`src/rtl/brb_pkg.sv`:
```
// Shared types, constants and helpers of the record blocker.
`default_nettype none
package brb_pkg;

    localparam int unsigned QUEUE_DEPTH = 2;

    localparam logic [23:0] MARKER_HEAD  = 24'h425546;  // "BUF"
    localparam logic [7:0]  MARKER_TAIL  = 8'h52;       // "R"
    localparam logic [31:0] MARKER_WORD  = 32'h52465542; // "BUFR", first byte low
    localparam logic [23:0] HEADER_BYTES = 24'd8;
    localparam logic [7:0]  EDITION_MIN  = 8'd2;

    // One queued command: everything one input byte makes the back end emit.
    typedef struct packed {
        logic        lead_word;   // length word before the body
        logic [63:0] body;        // body bytes, first byte in the low bits
        logic        body_eight;  // body is eight bytes, else one
        logic        err;         // bad header: edition too low or length below the header size
        logic        fin;         // pad bytes and closing length word follow
        logic [3:0]  pad;         // pad count, 1 to 8
        logic [24:0] total;       // record length plus pad
        logic        word_eight;  // length word is eight bytes, else four
    } t_cmd;

    // Record length rounded up to the next multiple of eight above it (a full eight more on a multiple).
    function automatic logic [24:0] f_total(input logic [23:0] len);
        logic [21:0] blocks;
        blocks = {1'b0, len[23:3]} + 22'd1;
        return {blocks, 3'b000};
    endfunction

    function automatic logic [3:0] f_pad(input logic [23:0] len);
        return 4'd8 - {1'b0, len[2:0]};
    endfunction

endpackage
`default_nettype wire

```
`src/rtl/brb_if.sv`:
```
// Channel interfaces: input bytes, blocked output bytes, configuration writes.
`default_nettype none
interface brb_in_if;
    logic       valid;
    logic       ready;
    logic [7:0] data_byte;
    modport source (output valid, output data_byte, input ready);
    modport sink   (input valid, input data_byte, output ready);
endinterface

interface brb_out_if;
    logic       valid;
    logic       ready;
    logic [7:0] out_byte;
    logic       run_last;
    logic       record_error;
    modport source (output valid, output out_byte, output run_last,
                    output record_error, input ready);
    modport sink   (input valid, input out_byte, input run_last,
                    input record_error, output ready);
endinterface

interface brb_cfg_if;
    logic valid;
    logic ready;
    logic pad_word_eight;
    modport source (output valid, output pad_word_eight, input ready);
    modport sink   (input valid, input pad_word_eight, output ready);
endinterface
`default_nettype wire

```
`src/rtl/brb_front.sv`:
```
// Front end: marker search, header capture and record copy; issues commands.
`default_nettype none
module brb_front (
    input  wire logic          i_clk,
    input  wire logic          i_rst_n,
    brb_in_if.sink             i_in_ch,
    brb_cfg_if.sink            i_cfg_ch,
    input  wire logic          i_q_full,
    output logic               o_push,
    output brb_pkg::t_cmd      o_cmd
);
    import brb_pkg::*;

    typedef enum logic [1:0] {
        PH_SEARCH = 2'd0,
        PH_HEADER = 2'd1,
        PH_COPY   = 2'd2
    } t_phase;

    t_phase      r_phase, n_phase;
    logic [23:0] r_window, n_window;
    logic [23:0] r_count, n_count;
    logic [23:0] r_len, n_len;
    logic [7:0]  r_hdr [0:2];
    logic        r_word_eight;
    logic        w_accept;
    logic [23:0] w_len_hdr;
    logic [23:0] w_count_inc;
    logic [7:0]  w_d;

    assign i_in_ch.ready  = !i_q_full;
    assign i_cfg_ch.ready = 1'b1;
    assign w_accept       = i_in_ch.valid && !i_q_full;
    assign w_d            = i_in_ch.data_byte;
    assign w_len_hdr      = {r_hdr[0], r_hdr[1], r_hdr[2]};
    assign w_count_inc    = r_count + 24'd1;

    always_comb begin
        n_phase  = r_phase;
        n_window = r_window;
        n_count  = r_count;
        n_len    = r_len;
        o_push   = 1'b0;
        o_cmd    = '0;
        o_cmd.word_eight = r_word_eight;
        unique case (r_phase)
            PH_HEADER: begin
                n_count = w_count_inc;
                if (r_count[2:0] == 3'd7) begin
                    n_len  = w_len_hdr;
                    o_push = 1'b1;
                    if (w_d < EDITION_MIN || w_len_hdr < HEADER_BYTES) begin
                        o_cmd.err = 1'b1;
                        n_phase   = PH_SEARCH;
                        n_window  = '0;
                        n_count   = '0;
                    end else begin
                        o_cmd.lead_word  = 1'b1;
                        o_cmd.body       = {w_d, r_hdr[2], r_hdr[1], r_hdr[0], MARKER_WORD};
                        o_cmd.body_eight = 1'b1;
                        o_cmd.pad        = f_pad(w_len_hdr);
                        o_cmd.total      = f_total(w_len_hdr);
                        if (w_len_hdr == HEADER_BYTES) begin
                            o_cmd.fin = 1'b1;
                            n_phase   = PH_SEARCH;
                            n_window  = '0;
                            n_count   = '0;
                        end else begin
                            n_phase = PH_COPY;
                        end
                    end
                end
            end
            PH_COPY: begin
                o_push         = 1'b1;
                o_cmd.body     = {56'd0, w_d};
                o_cmd.pad      = f_pad(r_len);
                o_cmd.total    = f_total(r_len);
                n_count        = w_count_inc;
                if (w_count_inc >= r_len) begin
                    o_cmd.fin = 1'b1;
                    n_phase   = PH_SEARCH;
                    n_window  = '0;
                    n_count   = '0;
                end
            end
            default: begin
                if (r_window == MARKER_HEAD && w_d == MARKER_TAIL) begin
                    n_phase  = PH_HEADER;
                    n_count  = 24'd4;
                    n_window = '0;
                end else begin
                    n_phase  = PH_SEARCH;
                    n_window = {r_window[15:0], w_d};
                end
            end
        endcase
        if (!w_accept) begin
            n_phase  = r_phase;
            n_window = r_window;
            n_count  = r_count;
            n_len    = r_len;
            o_push   = 1'b0;
        end
    end

    always_ff @(posedge i_clk) begin
        if (!i_rst_n) begin
            r_phase      <= PH_SEARCH;
            r_window     <= '0;
            r_count      <= '0;
            r_len        <= '0;
            r_word_eight <= 1'b0;
        end else begin
            r_phase  <= n_phase;
            r_window <= n_window;
            r_count  <= n_count;
            r_len    <= n_len;
            if (i_cfg_ch.valid) begin
                r_word_eight <= i_cfg_ch.pad_word_eight;
            end
        end
    end

    // Header bytes 4 to 6 hold the big-endian record length.
    always_ff @(posedge i_clk) begin
        if (w_accept && r_phase == PH_HEADER) begin
            case (r_count[2:0])
                3'd4:    r_hdr[0] <= w_d;
                3'd5:    r_hdr[1] <= w_d;
                3'd6:    r_hdr[2] <= w_d;
                default: ;
            endcase
        end
    end

endmodule
`default_nettype wire

```
`src/rtl/brb_queue.sv`:
```
// Short command queue between front and back ends.
`default_nettype none
module brb_queue #(
    parameter int unsigned P_DEPTH = brb_pkg::QUEUE_DEPTH
) (
    input  wire logic          i_clk,
    input  wire logic          i_rst_n,
    input  wire logic          i_push,
    input  wire brb_pkg::t_cmd i_cmd,
    output logic               o_full,
    input  wire logic          i_pop,
    output logic               o_valid,
    output brb_pkg::t_cmd      o_cmd
);
    import brb_pkg::*;

    localparam int unsigned PTR_W = (P_DEPTH > 1) ? $clog2(P_DEPTH) : 1;
    localparam int unsigned CNT_W = $clog2(P_DEPTH + 1);

    t_cmd             r_mem [P_DEPTH];
    logic [PTR_W-1:0] r_wr, r_rd;
    logic [CNT_W-1:0] r_cnt;
    logic             w_push, w_pop;

    assign o_full  = (r_cnt == CNT_W'(P_DEPTH));
    assign o_valid = (r_cnt != '0);
    assign o_cmd   = r_mem[r_rd];
    assign w_push  = i_push && !o_full;
    assign w_pop   = i_pop && o_valid;

    always_ff @(posedge i_clk) begin
        if (w_push) begin
            r_mem[r_wr] <= i_cmd;
        end
    end

    always_ff @(posedge i_clk) begin
        if (!i_rst_n) begin
            r_wr  <= '0;
            r_rd  <= '0;
            r_cnt <= '0;
        end else begin
            if (w_push) begin
                r_wr <= (r_wr == PTR_W'(P_DEPTH - 1)) ? '0 : r_wr + PTR_W'(1);
            end
            if (w_pop) begin
                r_rd <= (r_rd == PTR_W'(P_DEPTH - 1)) ? '0 : r_rd + PTR_W'(1);
            end
            unique case ({w_push, w_pop})
                2'b10:   r_cnt <= r_cnt + CNT_W'(1);
                2'b01:   r_cnt <= r_cnt - CNT_W'(1);
                default: r_cnt <= r_cnt;
            endcase
        end
    end

endmodule
`default_nettype wire

```
`src/rtl/brb_back.sv`:
```
// Back end: expands each command into length words, body and pad bytes.
`default_nettype none
module brb_back (
    input  wire logic          i_clk,
    input  wire logic          i_rst_n,
    input  wire logic          i_valid,
    input  wire brb_pkg::t_cmd i_cmd,
    output logic               o_pop,
    brb_out_if.source          o_out_ch
);
    import brb_pkg::*;

    typedef enum logic [1:0] {
        SEG_WORD1 = 2'd0,
        SEG_BODY  = 2'd1,
        SEG_PAD   = 2'd2,
        SEG_WORD2 = 2'd3
    } t_seg;

    t_seg        r_seg, w_seg, w_seg_next;
    logic [2:0]  r_idx, w_idx_max;
    logic        r_out_valid;
    logic [7:0]  r_out_byte, w_byte;
    logic        r_run_last, r_err;
    logic        w_adv, w_seg_end, w_last;
    logic [63:0] w_word;

    assign w_seg  = (r_seg == SEG_WORD1 && !i_cmd.lead_word) ? SEG_BODY : r_seg;
    assign w_word = {39'd0, i_cmd.total};
    assign w_adv  = i_valid && (!r_out_valid || o_out_ch.ready);

    always_comb begin
        unique case (w_seg)
            SEG_WORD1: begin
                w_idx_max  = i_cmd.word_eight ? 3'd7 : 3'd3;
                w_byte     = w_word[{r_idx, 3'b000} +: 8];
                w_seg_next = SEG_BODY;
            end
            SEG_BODY: begin
                w_idx_max  = i_cmd.body_eight ? 3'd7 : 3'd0;
                w_byte     = i_cmd.body[{r_idx, 3'b000} +: 8];
                w_seg_next = SEG_PAD;
            end
            SEG_PAD: begin
                w_idx_max  = 3'(i_cmd.pad - 4'd1);
                w_byte     = 8'd0;
                w_seg_next = SEG_WORD2;
            end
            default: begin
                w_idx_max  = i_cmd.word_eight ? 3'd7 : 3'd3;
                w_byte     = w_word[{r_idx, 3'b000} +: 8];
                w_seg_next = SEG_WORD1;
            end
        endcase
    end

    assign w_seg_end = (r_idx == w_idx_max);
    assign w_last    = w_seg_end &&
                       (w_seg == SEG_WORD2 || (w_seg == SEG_BODY && !i_cmd.fin));
    assign o_pop     = w_adv && w_last;

    assign o_out_ch.valid        = r_out_valid;
    assign o_out_ch.out_byte     = r_out_byte;
    assign o_out_ch.run_last     = r_run_last;
    assign o_out_ch.record_error = r_err;

    always_ff @(posedge i_clk) begin
        if (!i_rst_n) begin
            r_seg       <= SEG_WORD1;
            r_idx       <= '0;
            r_out_valid <= 1'b0;
        end else if (w_adv) begin
            r_out_valid <= 1'b1;
            if (w_last) begin
                r_seg <= SEG_WORD1;
                r_idx <= '0;
            end else if (w_seg_end) begin
                r_seg <= w_seg_next;
                r_idx <= '0;
            end else begin
                r_seg <= w_seg;
                r_idx <= r_idx + 3'd1;
            end
        end else if (o_out_ch.ready) begin
            r_out_valid <= 1'b0;
        end
    end

    // Hold the payload while the sink stalls.
    always_ff @(posedge i_clk) begin
        if (w_adv) begin
            r_out_byte <= w_byte;
            r_run_last <= w_last;
            r_err      <= i_cmd.err;
        end
    end

endmodule
`default_nettype wire

```
`src/rtl/bufr_record_blocker.sv`:
```
// Top level of the record blocker: front end, command queue, back end.
//
//  channel    dir  handshake      payload
//  i_in_ch    in   valid/ready    data_byte[7:0]
//  o_out_ch   out  valid/ready    out_byte[7:0], run_last, record_error
//  i_cfg_ch   in   valid/ready    pad_word_eight (ready always high)
//
// One input byte is taken per cycle while the command queue has room.
// The back end sends one output byte per cycle while the sink is ready; a header
// or record end expands to up to 32 bytes, so the input stalls once the queue fills.
// An input transfer reaches its first output byte through the command queue and the output register.
// Synchronous active-low reset clears search state, queue and output valid.
`default_nettype none
module bufr_record_blocker #(
    parameter int unsigned P_QUEUE_DEPTH = brb_pkg::QUEUE_DEPTH
) (
    input  wire logic  i_clk,
    input  wire logic  i_rst_n,
    brb_in_if.sink     i_in_ch,
    brb_cfg_if.sink    i_cfg_ch,
    brb_out_if.source  o_out_ch
);
    import brb_pkg::*;

    logic w_push, w_full, w_q_valid, w_pop;
    t_cmd w_push_cmd, w_head_cmd;

    brb_front u_front (
        .i_clk    (i_clk),
        .i_rst_n  (i_rst_n),
        .i_in_ch  (i_in_ch),
        .i_cfg_ch (i_cfg_ch),
        .i_q_full (w_full),
        .o_push   (w_push),
        .o_cmd    (w_push_cmd)
    );

    brb_queue #(
        .P_DEPTH (P_QUEUE_DEPTH)
    ) u_queue (
        .i_clk   (i_clk),
        .i_rst_n (i_rst_n),
        .i_push  (w_push),
        .i_cmd   (w_push_cmd),
        .o_full  (w_full),
        .i_pop   (w_pop),
        .o_valid (w_q_valid),
        .o_cmd   (w_head_cmd)
    );

    brb_back u_back (
        .i_clk    (i_clk),
        .i_rst_n  (i_rst_n),
        .i_valid  (w_q_valid),
        .i_cmd    (w_head_cmd),
        .o_pop    (w_pop),
        .o_out_ch (o_out_ch)
    );

endmodule
`default_nettype wire

```
`src/flat_wrapper.sv`:
```
// flat-port wrapper written by rule: the top's interface ports become plain ports
module bufr_record_blocker_flat import brb_pkg::*;
#(
    parameter int unsigned P_QUEUE_DEPTH = brb_pkg::QUEUE_DEPTH
)
  (i_clk, i_rst_n, i_in_ch_valid, i_in_ch_data_byte, i_in_ch_ready, i_cfg_ch_valid, i_cfg_ch_pad_word_eight, i_cfg_ch_ready, o_out_ch_valid, o_out_ch_out_byte, o_out_ch_run_last, o_out_ch_record_error, o_out_ch_ready);
  brb_in_if i_in_ch_i ();
  brb_cfg_if i_cfg_ch_i ();
  brb_out_if o_out_ch_i ();
  input  wire logic i_clk;
  input  wire logic i_rst_n;
  input wire logic [$bits(i_in_ch_i.valid)-1:0] i_in_ch_valid;
  input wire logic [$bits(i_in_ch_i.data_byte)-1:0] i_in_ch_data_byte;
  output wire logic [$bits(i_in_ch_i.ready)-1:0] i_in_ch_ready;
  input wire logic [$bits(i_cfg_ch_i.valid)-1:0] i_cfg_ch_valid;
  input wire logic [$bits(i_cfg_ch_i.pad_word_eight)-1:0] i_cfg_ch_pad_word_eight;
  output wire logic [$bits(i_cfg_ch_i.ready)-1:0] i_cfg_ch_ready;
  output wire logic [$bits(o_out_ch_i.valid)-1:0] o_out_ch_valid;
  output wire logic [$bits(o_out_ch_i.out_byte)-1:0] o_out_ch_out_byte;
  output wire logic [$bits(o_out_ch_i.run_last)-1:0] o_out_ch_run_last;
  output wire logic [$bits(o_out_ch_i.record_error)-1:0] o_out_ch_record_error;
  input wire logic [$bits(o_out_ch_i.ready)-1:0] o_out_ch_ready;
  assign i_in_ch_i.valid = i_in_ch_valid;
  assign i_in_ch_i.data_byte = i_in_ch_data_byte;
  assign i_in_ch_ready = i_in_ch_i.ready;
  assign i_cfg_ch_i.valid = i_cfg_ch_valid;
  assign i_cfg_ch_i.pad_word_eight = i_cfg_ch_pad_word_eight;
  assign i_cfg_ch_ready = i_cfg_ch_i.ready;
  assign o_out_ch_valid = o_out_ch_i.valid;
  assign o_out_ch_out_byte = o_out_ch_i.out_byte;
  assign o_out_ch_run_last = o_out_ch_i.run_last;
  assign o_out_ch_record_error = o_out_ch_i.record_error;
  assign o_out_ch_i.ready = o_out_ch_ready;
  bufr_record_blocker #(.P_QUEUE_DEPTH(P_QUEUE_DEPTH)) u_core (.i_clk(i_clk), .i_rst_n(i_rst_n), .i_in_ch(i_in_ch_i), .i_cfg_ch(i_cfg_ch_i), .o_out_ch(o_out_ch_i));
endmodule
```
`config.mk`:
```
export PLATFORM = sky130hd
export DESIGN_NAME = bufr_record_blocker_flat
export DESIGN_NICKNAME = d
export VERILOG_FILES = /design/src/rtl/brb_pkg.sv /design/src/rtl/brb_if.sv /design/src/rtl/brb_front.sv /design/src/rtl/brb_queue.sv /design/src/rtl/brb_back.sv /design/src/rtl/bufr_record_blocker.sv /design/src/flat_wrapper.sv
export SDC_FILE = /design/constraint.sdc
export NUM_CORES = 1
export LEC_CHECK = 0
export ABC_AREA = 1
export BUFFER_PORTS_ARGS = -buffer_cell sky130_fd_sc_hd__buf_2
export CAP_MARGIN = 25
export CORE_UTILIZATION = 50
export CTS_CLUSTER_DIAMETER = 60
export CTS_CLUSTER_SIZE = 24
export DETAILED_ROUTE_END_ITERATION = 7
export GPL_ROUTABILITY_DRIVEN = 1
export HOLD_SLACK_MARGIN = 0.1
export PLACE_DENSITY = 0.76
export SETUP_SLACK_MARGIN = 0.2
export SYNTH_ARGS = -nofsm -noshare
export SYNTH_HDL_FRONTEND = slang
export SYNTH_SLANG_ARGS = --single-unit
```
`constraint.sdc`:
```
create_clock -name i_clk -period 6.8 [get_ports i_clk]
set_clock_uncertainty 0.2 [all_clocks]
set_input_delay 1.36 -clock i_clk [delete_from_list [all_inputs] [get_ports i_clk]]
set_output_delay 1.36 -clock i_clk [all_outputs]
set_load 0.1 [all_outputs]
```
==> metrics.txt, run 1 <==
standard-cell row count 60; category of the most critical setup path reg2reg; number of nets with antenna violations after detailed routing 0; worst flop-to-flop path startpoint u_core.u_front.r_count[0]; fraction of final layout cells with drive strength greater than 1 0.101; clock latency reported for the late side of the worst-skew pair 550 ps; combined area of all synthesized cells 13800 um^2; largest fanout of any net on the critical path 24; clk slew on worst S/H paths 80 ps; final setup violation count 0; worst endpoint data arrival time 4460 ps; Top Family by Delay on Critical Path simple AND/OR/NAND/NOR gates; Final min period 4190 ps; Post-Syn Area per Cell 8.49 um^2; via/cell ratio 5.66; endpoint kind of the worst setup timing path register; die outline width 168 um; Critical Path Max Stage Delay 690 ps; largest vdd supply drop 0.188 mV; DR WL met2 16300 um; final weighted congestion in routability-driven placement 0.997; number of cells on the worst reg-to-reg path 21; ant diodes 0; maximum number of pins on one net before global-route repair 67; Syn-to-layout area delta 8.20%; wire length of the first global-routing pass 56600 um; max_cap viols 0; area fraction of the dominant cell type after synthesis 0.379; M1 WL 15200 um; top layer used by detailed routing met4; count of input and output buffers 25; number of clock sinks seen by CTS 260; crit-path cells ha_1 > nand3_1 > inv_1 > nand2_1 > nor2_4 > nand2_1 > o21bai_1 > nand2_1 > inv_1 > ha_1 > nand2_1 > inv_1 > nand2_1 > nand2_1 > nand2_1 > nand2_1 > a21oi_2 > nand4_2 > nand2_2 > nand3_1 > a21oi_1; number of iterations in the first detailed-routing pass 8; global-route usage over all layers 0.255; power density cells 217 nW/um^2; sum of met3 wire segment lengths after detailed routing 3060 um; number of nets in the layout 1671; HPWL after detailed placement 25600 um; worst r2r dst u_core.u_front.r_count[3]; share of the clock period used by the worst path after layout 0.616; die boundary height 168 um; Achievable Freq 239 MHz; required time of the critical path 7070 ps; launching element type of the critical path register; number of remaining DRC errors 1; final core utilization 0.552; cell types with the largest area share after synthesis sky130_fd_sc_hd__edfxtp_1 (38%), sky130_fd_sc_hd__dfxtp_1 (12%), sky130_fd_sc_hd__nand2_1 (9.3%); num ports 27; total count of hold-check failures in the final report 0; final number of max-transition violations 0; total power 3.24 mW; launching element of the worst setup path u_core.u_front.r_count[0]; total leakage power 6.06 nW; hold-fix buffers at CTS 0; violation count after the first detailed-route iteration 1217; synthesized netlist cell count 1623; number of global-route vias before repair 10400; post-CTS setup repair buffer count 0; cell mode on critical path sky130_fd_sc_hd__nand2_1; TNS Setup 0 ps; worst slew margin relative to its limit 0.397; Min-Delay Path Class reg2reg; post-CTS sizing 0; startpoint of the worst hold path u_core.u_front.r_word_eight; vias 11200; part of the Yosys area used for sequential elements 0.504; starting density of the core 0.510; actual slew at the worst max-slew pin 904 ps; Post-Route WL 35800 um; maximum level of the CTS H-tree 1; Max stage delay cell, worst path sky130_fd_sc_hd__nand2_2; clock tree from TritonCTS done; unrepaired setup endpoints after global routing false; wire per inst 18.1 um; clock tree root buffer cell sky130_fd_sc_hd__clkbuf_16; Hold Crit Endpoint u_core.u_queue.r_mem[0][0]; Num CTS Buffers 23; Distinct cells, synth 53; run status finished, violations left; antenna violations before repair 0; WP buf/inv 3; number of cells on the worst hold path 0; violations in the final reports DRC; grt total ovfl 0; count of state elements after synthesis 260; area of the placeable core 27000 um^2; reg-to-reg slack, setup 2610 ps; cell count along the critical path 21; top cell type by total area after synthesis sky130_fd_sc_hd__edfxtp_1; YS warnings 0; Longest Clk Path Bufs 3; overall die area 28200 um^2; number of nets produced by synthesis 1675
-- registers in the layout, indices dropped and copies added, names as in the netlist, named ones only --
register,count
u_core.u_front.r_count,24
u_core.u_queue.r_rd,1
u_core.u_queue.r_cnt,2
u_core.u_queue.r_wr,1
u_core.u_front.r_word_eight,1
u_core.u_back.r_idx,3
u_core.u_front.r_phase,2
u_core.u_queue.r_mem,140
u_core.u_back.o_out_ch.record_error,1
u_core.u_back.o_out_ch.out_byte,8
u_core.u_back.o_out_ch.valid,1
u_core.u_front.r_hdr,24
u_core.u_back.o_out_ch.run_last,1
u_core.u_front.r_window,24
u_core.u_front.r_len,24
u_core.u_back.r_seg,2
-- synth_stat cells (all sizes together) --
| master | n |
|---|---|
| ha | 38 |
| or2 | 11 |
| and3 | 1 |
| o211ai | 9 |
| nor4 | 1 |
| a22o | 2 |
| buf | 38 |
| nor3b | 1 |
| nor2 | 207 |
| nand4 | 46 |
| nand3 | 98 |
| clkinv | 1 |
| xnor2 | 2 |
| a21o | 1 |
| o311ai | 6 |
| a21oi | 98 |
| o32ai | 2 |
| nand2 | 347 |
| o22ai | 19 |
| conb | 1 |
| xor2 | 24 |
| clkbuf | 29 |
| o41ai | 1 |
| o21a | 7 |
| edfxtp | 174 |
| inv | 223 |
| o21bai | 2 |
| nor3 | 37 |
| o31ai | 3 |
| o21ai | 96 |
| mux2i | 8 |
| and2 | 2 |
| o2111ai | 2 |
| dfxtp | 86 |
-- stage by stage --
step                hold WS, ps  area, um^2  std cells  worst slack [ps]
finish                      286       14900       1977              2610
global route                301       14900       1977              2060
CTS                         293       14900       1976              2640
detailed placement          275       14100       1934              2680
global placement            258       14100       1934              2760
floorplan                   220       13800       1623              1360
-- layout by cell type (no fill, tap or decap), types with 10 or more instances in the layout --
cell                        instances
sky130_fd_sc_hd__inv_1            211
sky130_fd_sc_hd__inv_2             10
sky130_fd_sc_hd__ha_1              38
sky130_fd_sc_hd__xor2_1            24
sky130_fd_sc_hd__dfxtp_1           85
sky130_fd_sc_hd__clkbuf_16         23
sky130_fd_sc_hd__a21oi_1           85
sky130_fd_sc_hd__buf_4             12
sky130_fd_sc_hd__nor2_2            12
sky130_fd_sc_hd__nand4_1           45
sky130_fd_sc_hd__o22ai_1           19
sky130_fd_sc_hd__nand3_2           11
sky130_fd_sc_hd__nand2_1          340
sky130_fd_sc_hd__nand3_1           86
sky130_fd_sc_hd__edfxtp_1         174
sky130_fd_sc_hd__o21ai_0           85
sky130_fd_sc_hd__nor2_1           190
sky130_fd_sc_hd__or2_2             11
sky130_fd_sc_hd__nor3_1            28
sky130_fd_sc_hd__o21ai_1           11
sky130_fd_sc_hd__a21oi_2           13
sky130_fd_sc_hd__buf_2             25
-- cell families (layout without fill, tap and decap cells) --
| logic type | count (synthesis) | in the layout | synth area share |
|---|---|---|---|
| muxes | 8 | 8 | 0.00581 |
| buffers and inverters | 291 | 304 | 0.0895 |
| and+or+nand+nor | 751 | 751 | 0.246 |
| xor gates and xnor gates | 26 | 26 | 0.0165 |
| AOI/OAI and AO/OA | 248 | 248 | 0.104 |
| adders and majority gates | 38 | 38 | 0.0345 |
| other | 1 | 1 | 0.000272 |
| DFF | 260 | 260 | 0.504 |
-- report_power, final --
group          internal, mW  switching [mW]
registers              1.68         0.00953
clock network         0.700           0.728
logic                0.0351          0.0866
-- how the worst max path moves through the flow --
stage	endpoint	slack, ps
6_report	u_core.u_front.r_count[3]	2610
5_1_grt	u_core.u_front.r_count[19]	2060
3_5_place_dp	u_core.u_front.r_count[3]	2680
3_3_place_gp	u_core.u_front.r_count[21]	2760
4_1_cts	u_core.u_front.r_count[3]	2640
2_1_floorplan	u_core.u_queue.r_mem[1][0]	1360
-- cell type report --
cell class / instances / area (um^2)
clock buffer: 23 / 576
clock inverter: 19 / 265
multi-input combinational: 1072 / 5620
timing repair buffer: 38 / 230
tap: 341 / 427
fill: 2438 / 12100
inverter: 224 / 851
sequential: 260 / 6950
-- per-layer routing --
layer / track usage / vias to the layer above
li1: - / 5390
met1: 0.354 / 5243
met2: 0.417 / 474
met3: 0.0327 / 92
met4: 0.0822 / 0
met5: 0 / -
Note: power is estimated with default switching activity, not from simulation.
==> run 2: changes to the inputs <==
- clock period: 6.8 -> 4.15 ns (I/O delays scaled with it)
==> run 2 against run 1 <==
  * Via count is 0.61% lower
  * Sequential share of layout area decreased by 0.17 points
  * Largest power group unchanged
  * Highest routed layer unchanged
  * The flow now finishes without violations
  * Global-route usage decreased by 0.10 points
==> metrics.txt, run 2 (synthesis gave the netlist of run 1 again) <==
via/cell ratio 5.61; Post-Route WL 35700 um; Achievable Freq 278 MHz; number of cells on the worst hold path 0; launching element type of the critical path register; clk slew on worst S/H paths 80 ps; number of cells on the worst reg-to-reg path 18; reg-to-reg slack, setup 560 ps; instance area after placement 14200 um^2; unrepaired setup endpoints after global routing false; crit-path cells ha_1 > nand3_1 > inv_1 > nand2_1 > nor2_4 > nand3_1 > xor2_1 > inv_1 > ha_1 > nand2_1 > nor2_1 > nand4_1 > nor2_1 > nand2_1 > nand4_2 > nand3_4 > nor2_1 > nor2_1; wire per inst 18.0 um; global-route usage over all layers 0.254; number of iterations in the first detailed-routing pass 6; worst flop-to-flop path startpoint u_core.u_front.r_count[0]; number of global-route vias before repair 10500; largest vdd supply drop 0.414 mV; largest fanout of any net on the critical path 32; flip-flop count of the largest register after layout 140; final setup violation count 0; maximum level of the CTS H-tree 1; antenna violations before repair 0; worst slew margin relative to its limit 0.501; number of nets with antenna violations after detailed routing 0; max_cap viols 0; overall die area 28200 um^2; ant diodes 0; actual slew at the worst max-slew pin 746 ps; Longest Clk Path Bufs 3; Critical Path Max Stage Delay 500 ps; vias 11100; fraction of final layout cells with drive strength greater than 1 0.105; startpoint of the worst hold path u_core.u_front.r_word_eight; Max stage delay cell, worst path sky130_fd_sc_hd__dfxtp_1; Worst Slack Setup Final 559 ps; count of input and output buffers 25; total leakage power 6.09 nW; share of the clock period used by the worst path after layout 0.865; grt total ovfl 0; maximum number of pins on one net before global-route repair 72; clock tree root buffer cell sky130_fd_sc_hd__clkbuf_16; Hold Crit Endpoint u_core.u_queue.r_mem[0][0]; required time of the critical path 4360 ps; Final min period 3590 ps; die outline width 168 um; final core utilization 0.554; part of the total power dissipated in the clock network 0.425; relative contribution of sequential cells to total power 0.536; Num CTS Buffers 22; TNS Setup 0 ps; Syn-to-layout area delta 8.60%; Int Pwr 3.91 mW; hold-fix buffers at CTS 0; total count of hold-check failures in the final report 0; final weighted congestion in routability-driven placement 0.960; run status complete, no violations; net switching power 1.26 mW; worst r2r dst u_core.u_front.r_window[2]; clock tree from TritonCTS done; setup slack at placement 481 ps; Min-Delay Path Class reg2reg; starting density of the core 0.510; wire length of the first global-routing pass 56500 um; total power 5.17 mW; category of the most critical setup path reg2reg; die boundary height 168 um; total non-filler cell area in the finished layout 15000 um^2; number of nets in the layout 1679; power density cells 345 nW/um^2; number of clock sinks seen by CTS 260; met1 Usage GRT 0.346; HPWL after detailed placement 25500 um; busiest layer in global routing met2; share of total power in combinational logic 0.039; number of remaining DRC errors 0; area of the placeable core 27000 um^2; met2 capacity usage during global routing 0.417; met3 track demand over resource 0.0254; clock latency reported for the late side of the worst-skew pair 530 ps; final number of max-transition violations 0; most used cells in the layout excluding fill and tap cells sky130_fd_sc_hd__nand2_1 (340), sky130_fd_sc_hd__inv_1 (211), sky130_fd_sc_hd__nor2_1 (190); endpoint kind of the worst setup timing path register; num ports 27; standard-cell row count 60; worst endpoint data arrival time 3800 ps; leading cell type in the layout, fill and taps excluded sky130_fd_sc_hd__nand2_1; Most flops, register u_core.u_queue.r_mem; violation count after the first detailed-route iteration 1124; fraction of power spent switching nets 0.243; cell mode on critical path sky130_fd_sc_hd__nor2_1
[run 2: changes by cell type in the layout (fill, tap and decap cells not counted)]
cell / previous run / this run
sky130_fd_sc_hd__buf_4: 12 / 18
sky130_fd_sc_hd__buf_12: 0 / 3
sky130_fd_sc_hd__clkinv_4: 0 / 3
sky130_fd_sc_hd__clkinv_8: 4 / 1
sky130_fd_sc_hd__inv_12: 5 / 3
sky130_fd_sc_hd__buf_16: 0 / 1
sky130_fd_sc_hd__buf_8: 1 / 0
sky130_fd_sc_hd__clkbuf_1: 0 / 1
sky130_fd_sc_hd__clkinv_1: 2 / 1
sky130_fd_sc_hd__clkinvlp_4: 0 / 1
sky130_fd_sc_hd__inv_16: 3 / 2
sky130_fd_sc_hd__nand2_2: 4 / 3
sky130_fd_sc_hd__nand2_4: 3 / 4
[run 2: worst max-delay path by stage]
| stage | from | cells after the start | end | slack, ps |
|---|---|---|---|---|
| after floorplan | u_core.u_queue.r_cnt[0] | 6 | u_core.u_queue.r_mem[1][0] | 40 |
| after global placement | u_core.u_front.r_count[0] | 21 | u_core.u_front.r_count[18] | 610 |
| after detailed placement | u_core.u_front.r_count[0] | 21 | u_core.u_front.r_count[16] | 480 |
| after CTS | u_core.u_front.r_count[0] | 21 | u_core.u_front.r_count[19] | 430 |
| after global routing | u_core.u_front.r_count[0] | 19 | u_core.u_front.r_window[3] | 240 |
| final | u_core.u_front.r_count[0] | 18 | u_core.u_front.r_window[2] | 560 |
[run 2: final cells by class]
class	count	area [um^2]
tap	341	427
inverter	224	851
fill	2414	12100
clock inverter	16	194
sequential	260	6950
multi-input combinational	1072	5630
timing repair buffer	47	348
clock buffer	24	579
[run 2: stage by stage]
stage	hold slack (ps)	cells
after global placement	245	1942
after floorplan	220	1623
after CTS	269	1983
after global routing	278	1984
final	264	1984
after detailed placement	247	1943
[run 2: what timing repair did]
| item | 4_1_cts | 5_1_grt |
|---|---|---|
| setup endpoints to repair | 0 | 24 |
| setup buffers | 0 | 0 |
| gates resized for setup | 0 | 1 |
[run 2: metal layers]
metal  vias to the layer above  share of wire  wire [um]
met1                      5166           0.42      15000
met2                       464           0.46      16500
li1                       5396              -          -
met3                       105          0.070       2490
met5                         -              0          0
met4                         0          0.046       1650
[run 2: power by group through the flow]
stage | Combinational (mW) | Clock, mW | Sequential [mW]
floorplan | 0.158 | 0 | 2.82
global placement | 0.194 | 0 | 2.83
detailed placement | 0.200 | 0 | 2.83
CTS | 0.202 | 2.23 | 2.77
global route | 0.229 | 2.33 | 2.77
finish | 0.203 | 2.20 | 2.77
[run 2: worst max-delay path, delay by kind of cell, from the launching register on]
family,cells,cell delay (ps)
adders and majority gates,2,560
buffers and inverters,2,230
xor gates and xnor gates,1,140
DFF,1,500
and+or+nand+nor,13,1840
